<file path="config.mk">
export PLATFORM = sky130hd
export DESIGN_NAME = handoff_frame_reassembler_top
export DESIGN_NICKNAME = d
export VERILOG_FILES = /design/src/sv/hfr_pkg.sv /design/src/sv/hfr_front.sv /design/src/sv/hfr_back.sv /design/src/sv/hfr_resq.sv /design/src/sv/handoff_frame_reassembler_top.sv
export SDC_FILE = /design/constraint.sdc
export NUM_CORES = 1
export LEC_CHECK = 0
export BUFFER_PORTS_ARGS = -buffer_cell sky130_fd_sc_hd__buf_2
export CORE_ASPECT_RATIO = 1.25
export CORE_MARGIN = 2
export CORE_UTILIZATION = 52
export CTS_CLUSTER_SIZE = 14
export DETAILED_ROUTE_END_ITERATION = 16
export PLACE_DENSITY = 0.82
export SYNTH_ARGS = -nofsm -noshare
export SYNTH_HDL_FRONTEND = slang
export SYNTH_SLANG_ARGS = --single-unit
</file>
<file path="constraint.sdc">
create_clock -name i_clk -period 4.3 [get_ports i_clk]
set_input_delay 0 -clock i_clk [delete_from_list [all_inputs] [get_ports i_clk]]
set_output_delay 0 -clock i_clk [all_outputs]
set_load 0.01 [all_outputs]
</file>
<file path="src/sv/hfr_pkg.sv">
// shared types and constants for the handoff frame reassembler
// no dependencies
`timescale 1ns / 1ps

package hfr_pkg;

    localparam logic [7:0] PAGE_CODE     = 8'h12;
    localparam logic [3:0] COUNT_M1      = 4'd1;
    localparam logic [1:0] FULL_MASK     = 2'b11;
    localparam int         PHASE_W       = 13;
    localparam logic [PHASE_W-1:0] PHASE_RST = 13'h1FFF;

    localparam logic [2:0] ST_PARTIAL    = 3'd0;
    localparam logic [2:0] ST_COMPLETE   = 3'd1;
    localparam logic [2:0] ST_BAD_HEADER = 3'd2;
    localparam logic [2:0] ST_PROTOCOL   = 3'd3;
    localparam logic [2:0] ST_INVALID    = 3'd4;

    localparam logic [2:0] ADDR_PHASE    = 3'd0;

    typedef struct packed {
        logic        hdr_ok;
        logic        idx;
        logic [7:0]  counter;
        logic [31:0] area;
        logic [7:0]  tag;
    } t_frame;

    typedef struct packed {
        logic [2:0]         status;
        logic [7:0]         counter;
        logic [15:0]        node_number;
        logic [6:0]         node_class;
        logic [7:0]         transmission_type;
        logic [15:0]        channel_period;
        logic [PHASE_W-1:0] slot_phase;
        logic [2:0]         clock_code;
    } t_result;

endpackage

</file>
<file path="src/sv/hfr_front.sv">
// front part: header classification and a two-entry frame queue
// depends on hfr_pkg
`timescale 1ns / 1ps

module hfr_front (
    input  logic           i_clk,
    input  logic           i_rst_n,
    input  logic           i_push,
    output logic           o_full,
    input  logic [7:0]     i_page_id,
    input  logic [7:0]     i_handoff_count,
    input  logic [7:0]     i_index_byte,
    input  logic [31:0]    i_field_area,
    input  logic [7:0]     i_tag_byte,
    output logic           o_valid,
    output hfr_pkg::t_frame o_frame,
    input  logic           i_take
);

    hfr_pkg::t_frame r_q [2];
    hfr_pkg::t_frame s_in;
    logic            r_wp, r_rp;
    logic [1:0]      r_cnt, n_cnt;
    logic            s_wr, s_rd;

    always_comb begin
        s_in.hdr_ok  = (i_page_id == hfr_pkg::PAGE_CODE)
                    && (i_index_byte[3:0] == hfr_pkg::COUNT_M1)
                    && (i_index_byte[7:5] == 3'd0);
        s_in.idx     = i_index_byte[4];
        s_in.counter = i_handoff_count;
        s_in.area    = i_field_area;
        s_in.tag     = i_tag_byte;
    end

    assign o_full  = (r_cnt == 2'd2);
    assign o_valid = (r_cnt != 2'd0);
    assign o_frame = r_q[r_rp];
    assign s_wr    = i_push && !o_full;
    assign s_rd    = i_take && o_valid;

    always_comb begin
        n_cnt = r_cnt;
        if (s_wr && !s_rd) begin
            n_cnt = r_cnt + 2'd1;
        end else if (s_rd && !s_wr) begin
            n_cnt = r_cnt - 2'd1;
        end
    end

    always_ff @(posedge i_clk) begin
        if (!i_rst_n) begin
            r_cnt <= 2'd0;
            r_wp  <= 1'b0;
            r_rp  <= 1'b0;
        end else begin
            r_cnt <= n_cnt;
            if (s_wr) begin
                r_wp <= ~r_wp;
            end
            if (s_rd) begin
                r_rp <= ~r_rp;
            end
        end
    end

    always_ff @(posedge i_clk) begin
        if (s_wr) begin
            r_q[r_wp] <= s_in;
        end
    end

endmodule

</file>
<file path="src/sv/hfr_back.sv">
// back part: set tracking, frame store, pair decode and checks
// depends on hfr_pkg
`timescale 1ns / 1ps

module hfr_back (
    input  logic                            i_clk,
    input  logic                            i_rst_n,
    input  logic [hfr_pkg::PHASE_W-1:0]     i_phase_limit,
    input  logic                            i_valid,
    input  hfr_pkg::t_frame                 i_frame,
    output logic                            o_take,
    input  logic                            i_res_full,
    output logic                            o_res_push,
    output hfr_pkg::t_result                o_result
);

    logic        r_started, n_started;
    logic [7:0]  r_counter, n_counter;
    logic [1:0]  r_held, n_held;
    logic [39:0] r_store [2];
    logic [39:0] s_e0, s_e1, s_new;
    logic [1:0]  s_base;
    logic        s_newset;

    assign o_take     = i_valid && !i_res_full;
    assign o_res_push = o_take;
    assign s_new      = {i_frame.area, i_frame.tag};
    assign s_e0       = (i_frame.idx == 1'b0) ? s_new : r_store[0];
    assign s_e1       = (i_frame.idx == 1'b1) ? s_new : r_store[1];
    assign s_newset   = !r_started || (i_frame.counter != r_counter);
    assign s_base     = s_newset ? 2'b00 : r_held;

    always_comb begin
        n_started = r_started;
        n_counter = r_counter;
        n_held    = r_held;
        o_result  = '0;
        if (!i_frame.hdr_ok) begin
            o_result.status = hfr_pkg::ST_BAD_HEADER;
        end else begin
            n_started = 1'b1;
            n_counter = i_frame.counter;
            n_held    = s_base | (i_frame.idx ? 2'b10 : 2'b01);
            if (n_held != hfr_pkg::FULL_MASK) begin
                o_result.status = hfr_pkg::ST_PARTIAL;
            end else if (s_e0[8] || (s_e0[7:0] != 8'd0) || (s_e1[7:0] != 8'd0)) begin
                o_result.status = hfr_pkg::ST_PROTOCOL;
                n_held          = 2'b00;
                n_started       = 1'b0;
            end else if ((s_e1[39:24] == 16'd0) || (s_e0[23:17] == 7'd0)
                         || (s_e1[23:11] > i_phase_limit)) begin
                o_result.status = hfr_pkg::ST_INVALID;
                n_held          = 2'b00;
                n_started       = 1'b0;
            end else begin
                o_result.status            = hfr_pkg::ST_COMPLETE;
                o_result.counter           = i_frame.counter;
                o_result.node_number       = s_e0[39:24];
                o_result.node_class        = s_e0[23:17];
                o_result.transmission_type = s_e0[16:9];
                o_result.channel_period    = s_e1[39:24];
                o_result.slot_phase        = s_e1[23:11];
                o_result.clock_code        = s_e1[10:8];
            end
        end
    end

    always_ff @(posedge i_clk) begin
        if (!i_rst_n) begin
            r_started <= 1'b0;
            r_counter <= 8'd0;
            r_held    <= 2'b00;
        end else if (o_take) begin
            r_started <= n_started;
            r_counter <= n_counter;
            r_held    <= n_held;
        end
    end

    always_ff @(posedge i_clk) begin
        if (o_take && i_frame.hdr_ok) begin
            r_store[i_frame.idx] <= s_new;
        end
    end

endmodule

</file>
<file path="src/sv/hfr_resq.sv">
// two-entry result queue driving the result side
// depends on hfr_pkg
`timescale 1ns / 1ps

module hfr_resq (
    input  logic             i_clk,
    input  logic             i_rst_n,
    input  logic             i_push,
    input  hfr_pkg::t_result i_result,
    output logic             o_full,
    output logic             o_empty,
    input  logic             i_pop,
    output hfr_pkg::t_result o_result
);

    hfr_pkg::t_result r_q [2];
    logic             r_wp, r_rp;
    logic [1:0]       r_cnt, n_cnt;
    logic             s_wr, s_rd;

    assign o_full   = (r_cnt == 2'd2);
    assign o_empty  = (r_cnt == 2'd0);
    assign o_result = r_q[r_rp];
    assign s_wr     = i_push && !o_full;
    assign s_rd     = i_pop && !o_empty;

    always_comb begin
        n_cnt = r_cnt;
        if (s_wr && !s_rd) begin
            n_cnt = r_cnt + 2'd1;
        end else if (s_rd && !s_wr) begin
            n_cnt = r_cnt - 2'd1;
        end
    end

    always_ff @(posedge i_clk) begin
        if (!i_rst_n) begin
            r_cnt <= 2'd0;
            r_wp  <= 1'b0;
            r_rp  <= 1'b0;
        end else begin
            r_cnt <= n_cnt;
            if (s_wr) begin
                r_wp <= ~r_wp;
            end
            if (s_rd) begin
                r_rp <= ~r_rp;
            end
        end
    end

    always_ff @(posedge i_clk) begin
        if (s_wr) begin
            r_q[r_wp] <= i_result;
        end
    end

endmodule

</file>
<file path="src/sv/handoff_frame_reassembler_top.sv">
// top level: phase limit register, front queue, back decode and result queue
// depends on hfr_pkg, hfr_front, hfr_back, hfr_resq
`timescale 1ns / 1ps

// Takes one 8-byte frame of a two-frame handoff page per transfer and gives
// one result per frame: partial, complete with decoded fields, bad header,
// protocol violation or invalid content. Each frame passes a two-entry
// input queue, a combinational decode and a two-entry result queue, so one
// frame per cycle is sustained unless the result queue fills; the frame and
// then its result are registered in the two queues. The phase limit register
// reads at byte address 0, is written at 0 to 3 and resets to 8191.
module handoff_frame_reassembler_top (
    input  logic        i_clk,
    input  logic        i_rst_n,
    input  logic        psel,
    input  logic        penable,
    input  logic        pwrite,
    input  logic [2:0]  paddr,
    input  logic [31:0] pwdata,
    output logic [31:0] prdata,
    output logic        pready,
    input  logic        push,
    output logic        full,
    input  logic [7:0]  i_page_id,
    input  logic [7:0]  i_handoff_count,
    input  logic [7:0]  i_index_byte,
    input  logic [31:0] i_field_area,
    input  logic [7:0]  i_tag_byte,
    output logic        empty,
    input  logic        pop,
    output logic [2:0]  o_status,
    output logic [7:0]  o_out_counter,
    output logic [15:0] o_node_number,
    output logic [6:0]  o_node_class,
    output logic [7:0]  o_transmission_type,
    output logic [15:0] o_channel_period,
    output logic [12:0] o_slot_phase,
    output logic [2:0]  o_clock_code
);

    logic [hfr_pkg::PHASE_W-1:0] r_phase_limit;
    logic             s_fr_valid, s_take, s_res_full, s_res_push;
    hfr_pkg::t_frame  s_frame;
    hfr_pkg::t_result s_res_in, s_res_out;

    assign pready = 1'b1;
    assign prdata = (paddr == hfr_pkg::ADDR_PHASE)
                  ? {{(32-hfr_pkg::PHASE_W){1'b0}}, r_phase_limit} : 32'd0;

    always_ff @(posedge i_clk) begin
        if (!i_rst_n) begin
            r_phase_limit <= hfr_pkg::PHASE_RST;
        end else if (psel && penable && pwrite && (paddr[2] == 1'b0)) begin
            r_phase_limit <= pwdata[hfr_pkg::PHASE_W-1:0];
        end
    end

    hfr_front u_front (
        .i_clk           (i_clk),
        .i_rst_n         (i_rst_n),
        .i_push          (push),
        .o_full          (full),
        .i_page_id       (i_page_id),
        .i_handoff_count (i_handoff_count),
        .i_index_byte    (i_index_byte),
        .i_field_area    (i_field_area),
        .i_tag_byte      (i_tag_byte),
        .o_valid         (s_fr_valid),
        .o_frame         (s_frame),
        .i_take          (s_take)
    );

    hfr_back u_back (
        .i_clk         (i_clk),
        .i_rst_n       (i_rst_n),
        .i_phase_limit (r_phase_limit),
        .i_valid       (s_fr_valid),
        .i_frame       (s_frame),
        .o_take        (s_take),
        .i_res_full    (s_res_full),
        .o_res_push    (s_res_push),
        .o_result      (s_res_in)
    );

    hfr_resq u_resq (
        .i_clk    (i_clk),
        .i_rst_n  (i_rst_n),
        .i_push   (s_res_push),
        .i_result (s_res_in),
        .o_full   (s_res_full),
        .o_empty  (empty),
        .i_pop    (pop),
        .o_result (s_res_out)
    );

    assign o_status            = s_res_out.status;
    assign o_out_counter       = s_res_out.counter;
    assign o_node_number       = s_res_out.node_number;
    assign o_node_class        = s_res_out.node_class;
    assign o_transmission_type = s_res_out.transmission_type;
    assign o_channel_period    = s_res_out.channel_period;
    assign o_slot_phase        = s_res_out.slot_phase;
    assign o_clock_code        = s_res_out.clock_code;

endmodule
</file>
==> results of run 1 <==
registers in the layout, summed over array words and instances (netlist names), named ones only:
| signal | count |
|---|---|
| u_back.r_held | 2 |
| u_resq.r_rp | 1 |
| u_back.r_started | 1 |
| u_front.r_cnt | 2 |
| u_back.r_counter | 8 |
| u_resq.r_q | 148 |
| u_front.r_rp | 1 |
| u_front.r_wp | 1 |
| u_back.r_store | 80 |
| u_front.r_q | 100 |
| u_resq.r_wp | 1 |
| r_phase_limit | 13 |
| u_resq.r_cnt | 2 |
stage by stage:
stage / area [µm²] / utilization / hold WS [ps] / std cells / setup WS (ps)
finish: 18600 / 0.636 / 21.5 / 1666 / 342
global route: 18600 / 0.636 / 38.2 / 1666 / 19.5
CTS: 18600 / 0.636 / 3.38 / 1665 / 249
detailed placement: 16800 / 0.576 / 192 / 1536 / 275
global placement: 16800 / 0.576 / 189 / 1536 / 390
floorplan: 15600 / - / 98.9 / 1017 / 63.2
placed cells by master (no fill, tap or decap), types with 10 or more instances in the layout:
cell,synthesis,layout
nor4_2,16,16
and4b_1,20,20
buf_2,12,175
dfxtp_1,34,32
buf_4,22,23
ha_1,15,15
clkbuf_16,0,37
mux2_2,99,99
edfxtp_1,328,328
nor2_1,68,64
conb_1,2,20
inv_1,33,33
o211ai_1,13,13
nor3_1,17,17
a2111oi_2,22,22
xnor2_1,12,12
nor4_1,10,10
and2_1,22,21
dlygate4sd3_1,0,66
mux2i_1,81,80
a21oi_1,17,17
nand2_1,32,32
final cells by class:
class,count,area (µm²),share of cell area
inverter,33,124,0.00666
clock inverter,13,90.1,0.00484
sequential,362,10500,0.566
clock buffer,50,1010,0.0545
tap,396,495,0.0266
multi-input combinational,544,4570,0.246
antenna,1,2.50,0.000134
timing repair buffer,267,1770,0.0951
cells by family after synthesis:
family,share of synthesized area
AO/OA/AOI/OAI,0.0550
XOR/XNOR,0.00792
adder cells (fa/ha/maj),0.0121
buffers and inverters,0.0338
flip-flops,0.680
multiplexers,0.126
other,0.000485
AND/OR/NAND/NOR,0.0844
worst min path at each step:
stage / start / endpoint / cells past startpoint
after floorplan: i_tag_byte[0] / u_front.r_q[0][0] / 0
after global placement: i_field_area[13] / u_front.r_q[0][21] / 1
after detailed placement: i_field_area[10] / u_front.r_q[1][18] / 1
after CTS: pop / register / 4
after global routing: i_rst_n / r_phase_limit[11] / 2
final: pop / register / 4
power by group through the flow:
stage / clock, mW / combinational, mW / sequential [mW]
after floorplan: 0 / 2.08 / 5.12
after global placement: 0 / 2.99 / 5.22
after detailed placement: 0 / 3.06 / 5.28
after CTS: 3.00 / 3.13 / 5.21
after global routing: 3.16 / 3.35 / 5.29
final: 2.97 / 3.12 / 5.21
layer usage:
| layer | global-route usage | wire [µm] | vias to the layer above |
|---|---|---|---|
| met2 | 0.385 | 17700 | 381 |
| met4 | 0.0888 | 1140 | 0 |
| li1 | - | - | 4285 |
| met5 | 0 | 0 | - |
| met3 | 0.0396 | 2120 | 79 |
| met1 | 0.273 | 13600 | 4648 |
synth_stat cells, types with 3 or more instances:
library cell,number
xnor2_1,12
nor2_1,68
nor4b_1,3
a21boi_0,3
a2111oi_2,22
buf_4,22
nor4_1,10
and4b_1,20
a21oi_1,17
nand4_1,9
nand3_1,4
o211a_1,8
mux2i_1,81
a31oi_1,4
dfxtp_1,34
clkbuf_1,38
o211ai_1,13
buf_1,4
edfxtp_1,328
o21a_1,4
a2111oi_0,3
buf_2,12
inv_1,33
mux2_2,99
nor4_2,16
o21ai_0,9
and3_1,7
and2_1,22
nor3_1,17
ha_1,15
nand2_1,32
worst min-delay path: cells and delay by family:
family | cells | cell delay [ps]
AND/OR/NAND/NOR | 1 | 150
XOR/XNOR | 1 | 100
buffers and inverters | 1 | 110
AO/OA/AOI/OAI | 1 | 140
repair_timing:
| item | CTS | global route |
|---|---|---|
| endpoints found under the setup margin | 0 | 1 |
| resized for setup | 0 | 1 |
| hold buffers | 66 | 0 |
| endpoints found under the hold margin | 123 | 0 |
| buffers inserted | 0 | 0 |
==> results by group, run 1 <==
Timing
  – Slew @ Worst Pin: 1250 ps
  – Final min period: 3960 ps
  – Unrepaired setup endpoints after global routing: no
  – Hold Fails Final Rpt: 0
  – Final period util: 0.920
  – Slew Limit Fails: 0
  – Clock skew: 21.2 ps
  – Slew headroom: 0.158
  – Peak Freq: 253 MHz
  – Fin Setup TNS: 0 ps
  – Setup Viol. Count Final: 0

Critical path
  – Critical Path Source Type: register
  – Crit path max-delay cell type: mux2_2
  – Worst r2r dst: u_resq.r_q[0][0]
  – CP Capture Point: u_resq.r_q[0][0]
  – Crit path depth: 12
  – Critical path's largest stage delay: 570 ps
  – Flop-to-flop setup slack: 340 ps
  – Crit path max-delay family: compound AO/OA/AOI/OAI gates
  – Worst Path Buf+Inv: 2
  – Crit-path max FO: 22
  – Crit-path most repeated cell: a21oi_1
  – Critical-path cell list: mux2_2 > buf_4 > nor2_1 > a21oi_1 > ha_1 > a21o_1 > nand3_1 > a21oi_1 > o41ai_2 > nand4_4 > buf_12 > a2111oi_1
  – Worst Reg-to-Reg Cells: 12
  – WP data required: 4550 ps
  – Critical path arrival: 4210 ps
  – WS Path Type: reg2reg
  – Worst setup EP type: register

Routing
  – DRT antenna net count: 0
  – WL per Instance: 20.7 µm
  – Routed wire length: 34.5 mm
  – Vias: 9393
  – Post-route DRC: 0
  – DR pass1 iterations: 5
  – DR iter-0 viols: 691
  – Routed vias/inst: 5.64

Final layout
  – Layout area overhead: 20.1%
  – Nets: 1364
  – Fill cells: 2095
  – Layout cells sized above 1: 0.318

GRT
  – Total track usage: 0.221
  – Initial antenna violation count: 1
  – First-pass GRT wire length: 52.6 mm
  – Vias in the first global route: 9601
  – Overflow after GRT: 0
  – Largest net degree at the start of global routing: 75

Clock network
  – Max Root-Sink Buffers: 3
  – Clk sink count: 362
  – Clock latency on the worst-skew pair: 520 ps
  – Number of buffers created by CTS: 35
  – Htree depth: 2
  – CTS tree: yes
  – CTS clk-pin slew, worst paths: 60 ps
  – Root Buffer: clkbuf_16

Yosys
  – Distinct cell type count after synthesis: 53
  – Yosys warning count: 0
  – Synth Instances: 999
  – Mapped Avg Cell Area: 15.5 µm²
  – Post-synth top area share: 0.636
  – Ranking of synthesized cells by area: edfxtp_1 64%, mux2_2 7.2%, mux2i_1 5.2%, dfxtp_1 4.4%, a2111oi_2 2.1%
  – Post-Syn Area: 15500 µm²
  – Asr flop ratio synth: 0
  – Synth Register Bits: 362
  – Area leader, netlist: edfxtp_1
  – Register area share after synthesis: 0.680
  – Ys flop type: edfxtp_1
  – Post-synth EDFFs: 328

Power and ir drop
  – Sequential power share: 0.461
  – Leak pwr: 6.93 nW
  – Clk pwr share: 0.263
  – Net switching power: 3.47 mW
  – Logic pwr share: 0.276
  – P_int: 7.84 mW
  – Peak supply drop: 519 µV
  – Net Sw Frac: 0.307
  – Total power: 11.3 mW
  – PwrDens: 608 nW/µm²

Min path
  – Worst Hold Class: in2reg

Die
  – Ports: 215
  – Core Rows: 70
  – Initial Util: 0.529
  – Die Width: 158 µm
  – Core area: 29300 µm²
  – Die area: 31200 µm²
  – Die H: 197 µm

Job
  – Max Cap Viol: 0

Placed design
  – Detailed placer's ending HPWL: 21.4 mm
  – IO buf count: 175
  – Gp weighted congestion: 0.792

Status
  – Status: finished clean
No activity file was read; power rests on OpenSTA's default activity.
==> run 2: changes to the inputs <==
--- a/config.mk
+++ b/config.mk
@@ -8,10 +8,10 @@
 export BUFFER_PORTS_ARGS = -buffer_cell sky130_fd_sc_hd__buf_2
 export CORE_ASPECT_RATIO = 1.25
 export CORE_MARGIN = 2
-export CORE_UTILIZATION = 52
+export CORE_UTILIZATION = 57
 export CTS_CLUSTER_SIZE = 14
 export DETAILED_ROUTE_END_ITERATION = 16
-export PLACE_DENSITY = 0.82
+export PLACE_DENSITY = 0.85
 export SYNTH_ARGS = -nofsm -noshare
 export SYNTH_HDL_FRONTEND = slang
 export SYNTH_SLANG_ARGS = --single-unit
==> constraint.sdc (replaced) <==
create_clock -name i_clk -period 4 [get_ports i_clk]
set_input_delay 0 -clock i_clk [delete_from_list [all_inputs] [get_ports i_clk]]
set_output_delay 0 -clock i_clk [all_outputs]
set_load 0.01 [all_outputs]
==> results by group, run 2 (synthesis results as in run 1) <==
Timing
  – Final min period: 3730 ps
  – Setup WS post-layout: 274 ps
  – Peak Freq: 268 MHz
  – Hold Fails Final Rpt: 0
  – Fin Setup TNS: 0 ps
  – Slew headroom: 0.157
  – Unrepaired setup endpoints after global routing: no
  – Setup Viol. Count Final: 0
  – Slew @ Worst Pin: 1260 ps
  – Slew Limit Fails: 0
  – Final period util: 0.932
  – Clock skew: 13.2 ps

Critical path
  – Crit-path max FO: 35
  – CP Capture Point: u_resq.r_q[1][34]
  – Critical Path Source Type: register
  – WP data required: 4240 ps
  – Flop-to-flop setup slack: 270 ps
  – Worst r2r dst: u_resq.r_q[1][34]
  – WS Path Type: reg2reg
  – Worst Reg-to-Reg Cells: 12
  – Critical path arrival: 3970 ps
  – Worst setup EP type: register

Die
  – Core Rows: 67
  – Die area: 28500 µm²
  – Ports: 215
  – Initial Util: 0.579
  – Die H: 188 µm
  – Core area: 26700 µm²
  – Die Width: 151 µm

Placed design
  – Detailed placer's ending HPWL: 20.7 mm
  – Gp weighted congestion: 0.827
  – Area after DPL: 16800 µm²
  – IO buf count: 175
  – Setup Slack @ Placement: 395 ps

Routing
  – Vias: 9545
  – DR iter-0 viols: 863
  – Routed wire length: 34.2 mm
  – DR pass1 iterations: 5
  – Routed vias/inst: 5.90
  – WL per Instance: 21.1 µm
  – DRT antenna net count: 0
  – Post-route DRC: 0

Clock network
  – Number of buffers created by CTS: 35
  – Clock latency on the worst-skew pair: 510 ps
  – CTS clk-pin slew, worst paths: 60 ps
  – CTS tree: yes
  – Htree depth: 2
  – Clk sink count: 362
  – Max Root-Sink Buffers: 3
  – Root Buffer: clkbuf_16
  – Postcts setup bufs: 0

Final layout
  – Commonest cells after routing, fill and taps aside: 328 x edfxtp_1, 175 x buf_2, 99 x mux2_2
  – Final Core Density: 0.695
  – Most common cell after layout, fill and taps aside: edfxtp_1
  – Layout cells sized above 1: 0.317
  – Largest Register: u_resq.r_q
  – Layout area overhead: 19.9%
  – Max FFs per register: 148
  – Largest registers: u_resq.r_q: 148 flops, u_front.r_q: 100 flops, u_back.r_store: 80 flops
  – Design Area, Final: 18600 µm²
  – Nets: 1366
  – Fill cells: 1683

GRT
  – Initial antenna violation count: 2
  – Overflow after GRT: 0
  – First-pass GRT wire length: 52.7 mm
  – Vias in the first global route: 9891
  – Total track usage: 0.241
  – Largest net degree at the start of global routing: 75

Power and ir drop
  – Peak supply drop: 531 µV
  – Leak pwr: 6.93 nW
  – PwrDens: 655 nW/µm²

Status
  – Status: finished clean

Min path
  – Worst Hold Class: in2reg
  – Worst Hold Launch: i_rst_n

Job
  – Max Cap Viol: 0
## run 2: per-layer routing
layer / up-vias / global-route usage / share of wire
met2: 438 / 0.403 / 0.50
met5: - / 0 / 0
met1: 4690 / 0.306 / 0.39
met4: 0 / 0.111 / 0.045
li1: 4295 / - / -
met3: 122 / 0.0443 / 0.067
## run 2: worst min-delay path by stage
| stage | end | slack, ps | cells past startpoint |
|---|---|---|---|
| after detailed placement | u_front.r_q[0][7] | 190 | 1 |
| final | r_phase_limit[5] | 40 | 2 |
| after CTS | r_phase_limit[5] | 20 | 2 |
| after global placement | u_front.r_q[0][24] | 190 | 1 |
| after floorplan | u_front.r_q[0][0] | 100 | 0 |
| after global routing | r_phase_limit[8] | 60 | 2 |
## run 2: timing repair
action,CTS,global route
hold buffers,67,0
endpoints found under the hold margin,116,0
resized for setup,0,1
endpoints found under the setup margin,0,2
## run 2: area by class of cell
| type | count | area (µm²) | area share |
|---|---|---|---|
| Sequential cell | 362 | 10500 | 0.567 |
| Multi-Input combinational cell | 544 | 4570 | 0.246 |
| Timing Repair Buffer | 269 | 1810 | 0.0975 |
| Clock buffer | 48 | 977 | 0.0526 |
| Tap cell | 345 | 432 | 0.0232 |
| Inverter | 33 | 124 | 0.00667 |
| Clock inverter | 14 | 116 | 0.00626 |
| Antenna cell | 2 | 5.00 | 0.000269 |
## run 2: where the power goes
group	switching, mW	total, mW	internal [mW]
clock	1.33	3.17	1.84
combinational	2.00	3.41	1.41
sequential	0.376	5.58	5.20
## run 2: stage by stage
step / power (mW) / cells / hold slack, ps
after floorplan: 7.72 / 1017 / 98.9
after global placement: 8.84 / 1486 / 190
after detailed placement: 8.98 / 1486 / 192
after CTS: 12.2 / 1615 / 18.0
after global routing: 12.7 / 1617 / 60.0
final: 12.2 / 1617 / 39.2
## run 2: worst max-delay path: stages, from the launching register on
cell	delay, ps
dfxtp_4	390
mux2_2	390
buf_12	190
nor2_1	180
a21oi_1	110
ha_1	350
and3_1	220
o21ai_0	80
a311oi_1	140
o41ai_2	490
nand4_4	180
buf_12	220
a2111oi_2	480
==> run 3: changes to the inputs <==
--- a/config.mk
+++ b/config.mk
@@ -11,7 +11,8 @@
 export CORE_UTILIZATION = 57
 export CTS_CLUSTER_SIZE = 14
 export DETAILED_ROUTE_END_ITERATION = 16
-export PLACE_DENSITY = 0.85
+export PLACE_DENSITY = 0.78
 export SYNTH_ARGS = -nofsm -noshare
 export SYNTH_HDL_FRONTEND = slang
+export SYNTH_HIERARCHICAL = 1
 export SYNTH_SLANG_ARGS = --single-unit
==> results by group, run 3 <==
Status
  – Status: finished clean

Critical path
  – WS Path Type: reg2reg
  – Worst setup EP type: register
  – Critical path's largest stage delay: 580 ps
  – Critical Path Source Type: register
  – Crit-path max FO: 51
  – Critical path arrival: 3990 ps
  – Critical-path cell list: buf_12 > mux2_2 > mux2_2 > ha_1 > a21oi_1 > a21boi_0 > o31ai_1 > a31oi_1 > or4_4 > buf_12 > nor2_2
  – Crit path max-delay cell type: or4_4
  – WP data required: 4350 ps

Yosys
  – Yosys warning count: 6
  – Register area share after synthesis: 0.684
  – Post-Syn Area: 15400 µm²
  – Most frequent cell after synthesis: edfxtp_1
  – Distinct cell type count after synthesis: 52
  – Area leader, netlist: edfxtp_1
  – Asr flop ratio synth: 0
  – Synth cell count leaders: 328 x edfxtp_1, 132 x mux2_2, 65 x mux2i_1
  – Synth Instances: 926
  – Post-synth EDFFs: 328
  – Post-synth top area share: 0.639
  – Synth Register Bits: 362
  – Ys flop type: edfxtp_1
  – Ranking of synthesized cells by area: edfxtp_1 64%, mux2_2 9.6%, dfxtp_1 4.4%, mux2i_1 4.2%, nor2_4 3.6%
  – Mapped Avg Cell Area: 16.6 µm²

GRT
  – Initial antenna violation count: 1
  – Overflow after GRT: 0
  – Vias in the first global route: 8383
  – First-pass GRT wire length: 43.5 mm
  – Largest net degree at the start of global routing: 75
  – Total track usage: 0.199

Timing
  – Setup Viol. Count Final: 0
  – Slew Limit Fails: 0
  – Hold Fails Final Rpt: 0
  – Final min period: 3640 ps
  – Final period util: 0.910
  – Slew @ Worst Pin: 1140 ps
  – Slew headroom: 0.240
  – Clock skew: 12.0 ps
  – Fin Setup TNS: 0 ps
  – Unrepaired setup endpoints after global routing: no
  – Peak Freq: 275 MHz

Clock network
  – CTS tree: yes
  – CTS resizes: 0
  – Postcts setup bufs: 0
  – Number of buffers created by CTS: 35
  – CTS clk-pin slew, worst paths: 60 ps
  – Clock latency on the worst-skew pair: 500 ps
  – Clk sink count: 362
  – Htree depth: 2
  – Root Buffer: clkbuf_16
  – Cts hold-fix bufs: 67
  – Max Root-Sink Buffers: 3

Final layout
  – Layout area overhead: 18.2%
  – Largest Register: u_resq/r_q
  – Design Area, Final: 18200 µm²
  – Register area: 10500 µm²
  – Inserted Diodes: 0
  – Fill cells: 1849
  – Commonest cells after routing, fill and taps aside: 328 x edfxtp_1, 175 x buf_2, 131 x mux2_2
  – Finished Layout Cells: 1550
  – Max FFs per register: 148
  – Most common cell after layout, fill and taps aside: edfxtp_1
  – Layout cells sized above 1: 0.373
  – Area occupied by multi-input gates: 4410 µm²
  – Nets: 1301
  – Largest registers: u_resq/r_q: 148 flops, u_front/r_q: 100 flops, u_back/r_store: 80 flops

Routing
  – DRT antenna net count: 0
  – DR pass1 iterations: 7
  – Post-route DRC: 0
  – Routed vias/inst: 5.25
  – Vias: 8144
  – Routed wire length: 28.0 mm
  – DR iter-0 viols: 372
  – WL per Instance: 18.1 µm

Job
  – Max Cap Viol: 0

Die
  – Die H: 188 µm
  – Ports: 215
  – Die area: 28400 µm²
  – Die Width: 151 µm
  – Initial Util: 0.576
  – Core area: 26700 µm²
  – Core Rows: 67

Power and ir drop
  – PwrDens: 656 nW/µm²
  – Peak supply drop: 563 µV
  – Leak pwr: 6.64 nW

Placed design
  – Placed cells: 1421
  – Area after DPL: 16500 µm²
  – IO buf count: 175
  – Detailed placer's ending HPWL: 17.5 mm
  – Gp weighted congestion: 0.799

Min path
  – Worst Hold Class: in2reg
-- run 3: cell types whose count changed after synthesis, sizes merged, moves of 7 or more --
cell	before	now
mux2	101	136
clkbuf	39	12
nor2b	2	40
o211ai	13	1
nor3	17	5
and4b	20	1
mux2i	81	65
a2111oi	26	0
buf	39	46
o211a	8	0
nor4	26	18
-- run 3: final cells by class --
cell class / instances / area share
Sequential cell: 362 / 0.578
Multi-Input combinational cell: 497 / 0.242
Timing Repair Buffer: 257 / 0.0932
Clock buffer: 41 / 0.0517
Tap cell: 345 / 0.0237
Inverter: 27 / 0.00556
Clock inverter: 21 / 0.00515
-- run 3: cell families (layout without fill, tap and decap cells) --
| logic type | count (synthesis) | count (layout) | share of synthesized area |
|---|---|---|---|
| DFF | 362 | 362 | 0.684 |
| and+or+nand+nor | 207 | 207 | 0.100 |
| AOI/OAI and AO/OA | 40 | 40 | 0.0168 |
| other | 2 | 20 | 0.000488 |
| buffers and inverters | 85 | 346 | 0.0370 |
| muxes | 201 | 201 | 0.142 |
| adders and majority gates | 15 | 15 | 0.0122 |
| xor gates and xnor gates | 14 | 14 | 0.00796 |
-- run 3: through the flow --
step	setup WS [ps]	util	power (mW)	hold WS, ps
after global routing	237	0.681	12.5	38.2
after floorplan	145	-	7.88	98.9
final	361	0.681	11.9	16.9
after CTS	379	0.681	12.1	2.56
after detailed placement	423	0.617	9.05	192
after global placement	497	0.617	8.95	188
-- run 3: worst max-delay path, delay by kind of cell (launching register included) --
kind | cells | cell delay, ps
AOI/OAI and AO/OA | 4 | 760
and+or+nand+nor | 2 | 780
buffers and inverters | 2 | 470
DFF | 1 | 380
adders and majority gates | 1 | 330
muxes | 2 | 700
-- run 3: layer usage --
| metal | vias to the layer above | track usage | wire length [µm] |
|---|---|---|---|
| met5 | - | 0 | 7 |
| met4 | 2 | 0.0568 | 575 |
| met3 | 41 | 0.0343 | 1250 |
| met2 | 209 | 0.361 | 14800 |
| met1 | 3975 | 0.242 | 11400 |
| li1 | 3917 | - | - |
-- run 3: report_power, final --
group	switching, mW	internal, mW	total, mW
registers	0.330	5.16	5.49
clock network	1.28	1.68	2.96
logic	1.96	1.53	3.49
total	3.57	8.37	11.9
-- run 3: final timing paths --
path	slack, ps	cells past startpoint	endpoint	startpoint
worst max-delay path	360	11	u_resq/r_q[1][62]	register
worst min-delay path	20	2	u_resq/r_wp	i_rst_n
worst max register to register	360	11	u_resq/r_q[1][62]	register
worst min register to register	470	2	u_back/r_counter[0]	u_back/r_counter[0]
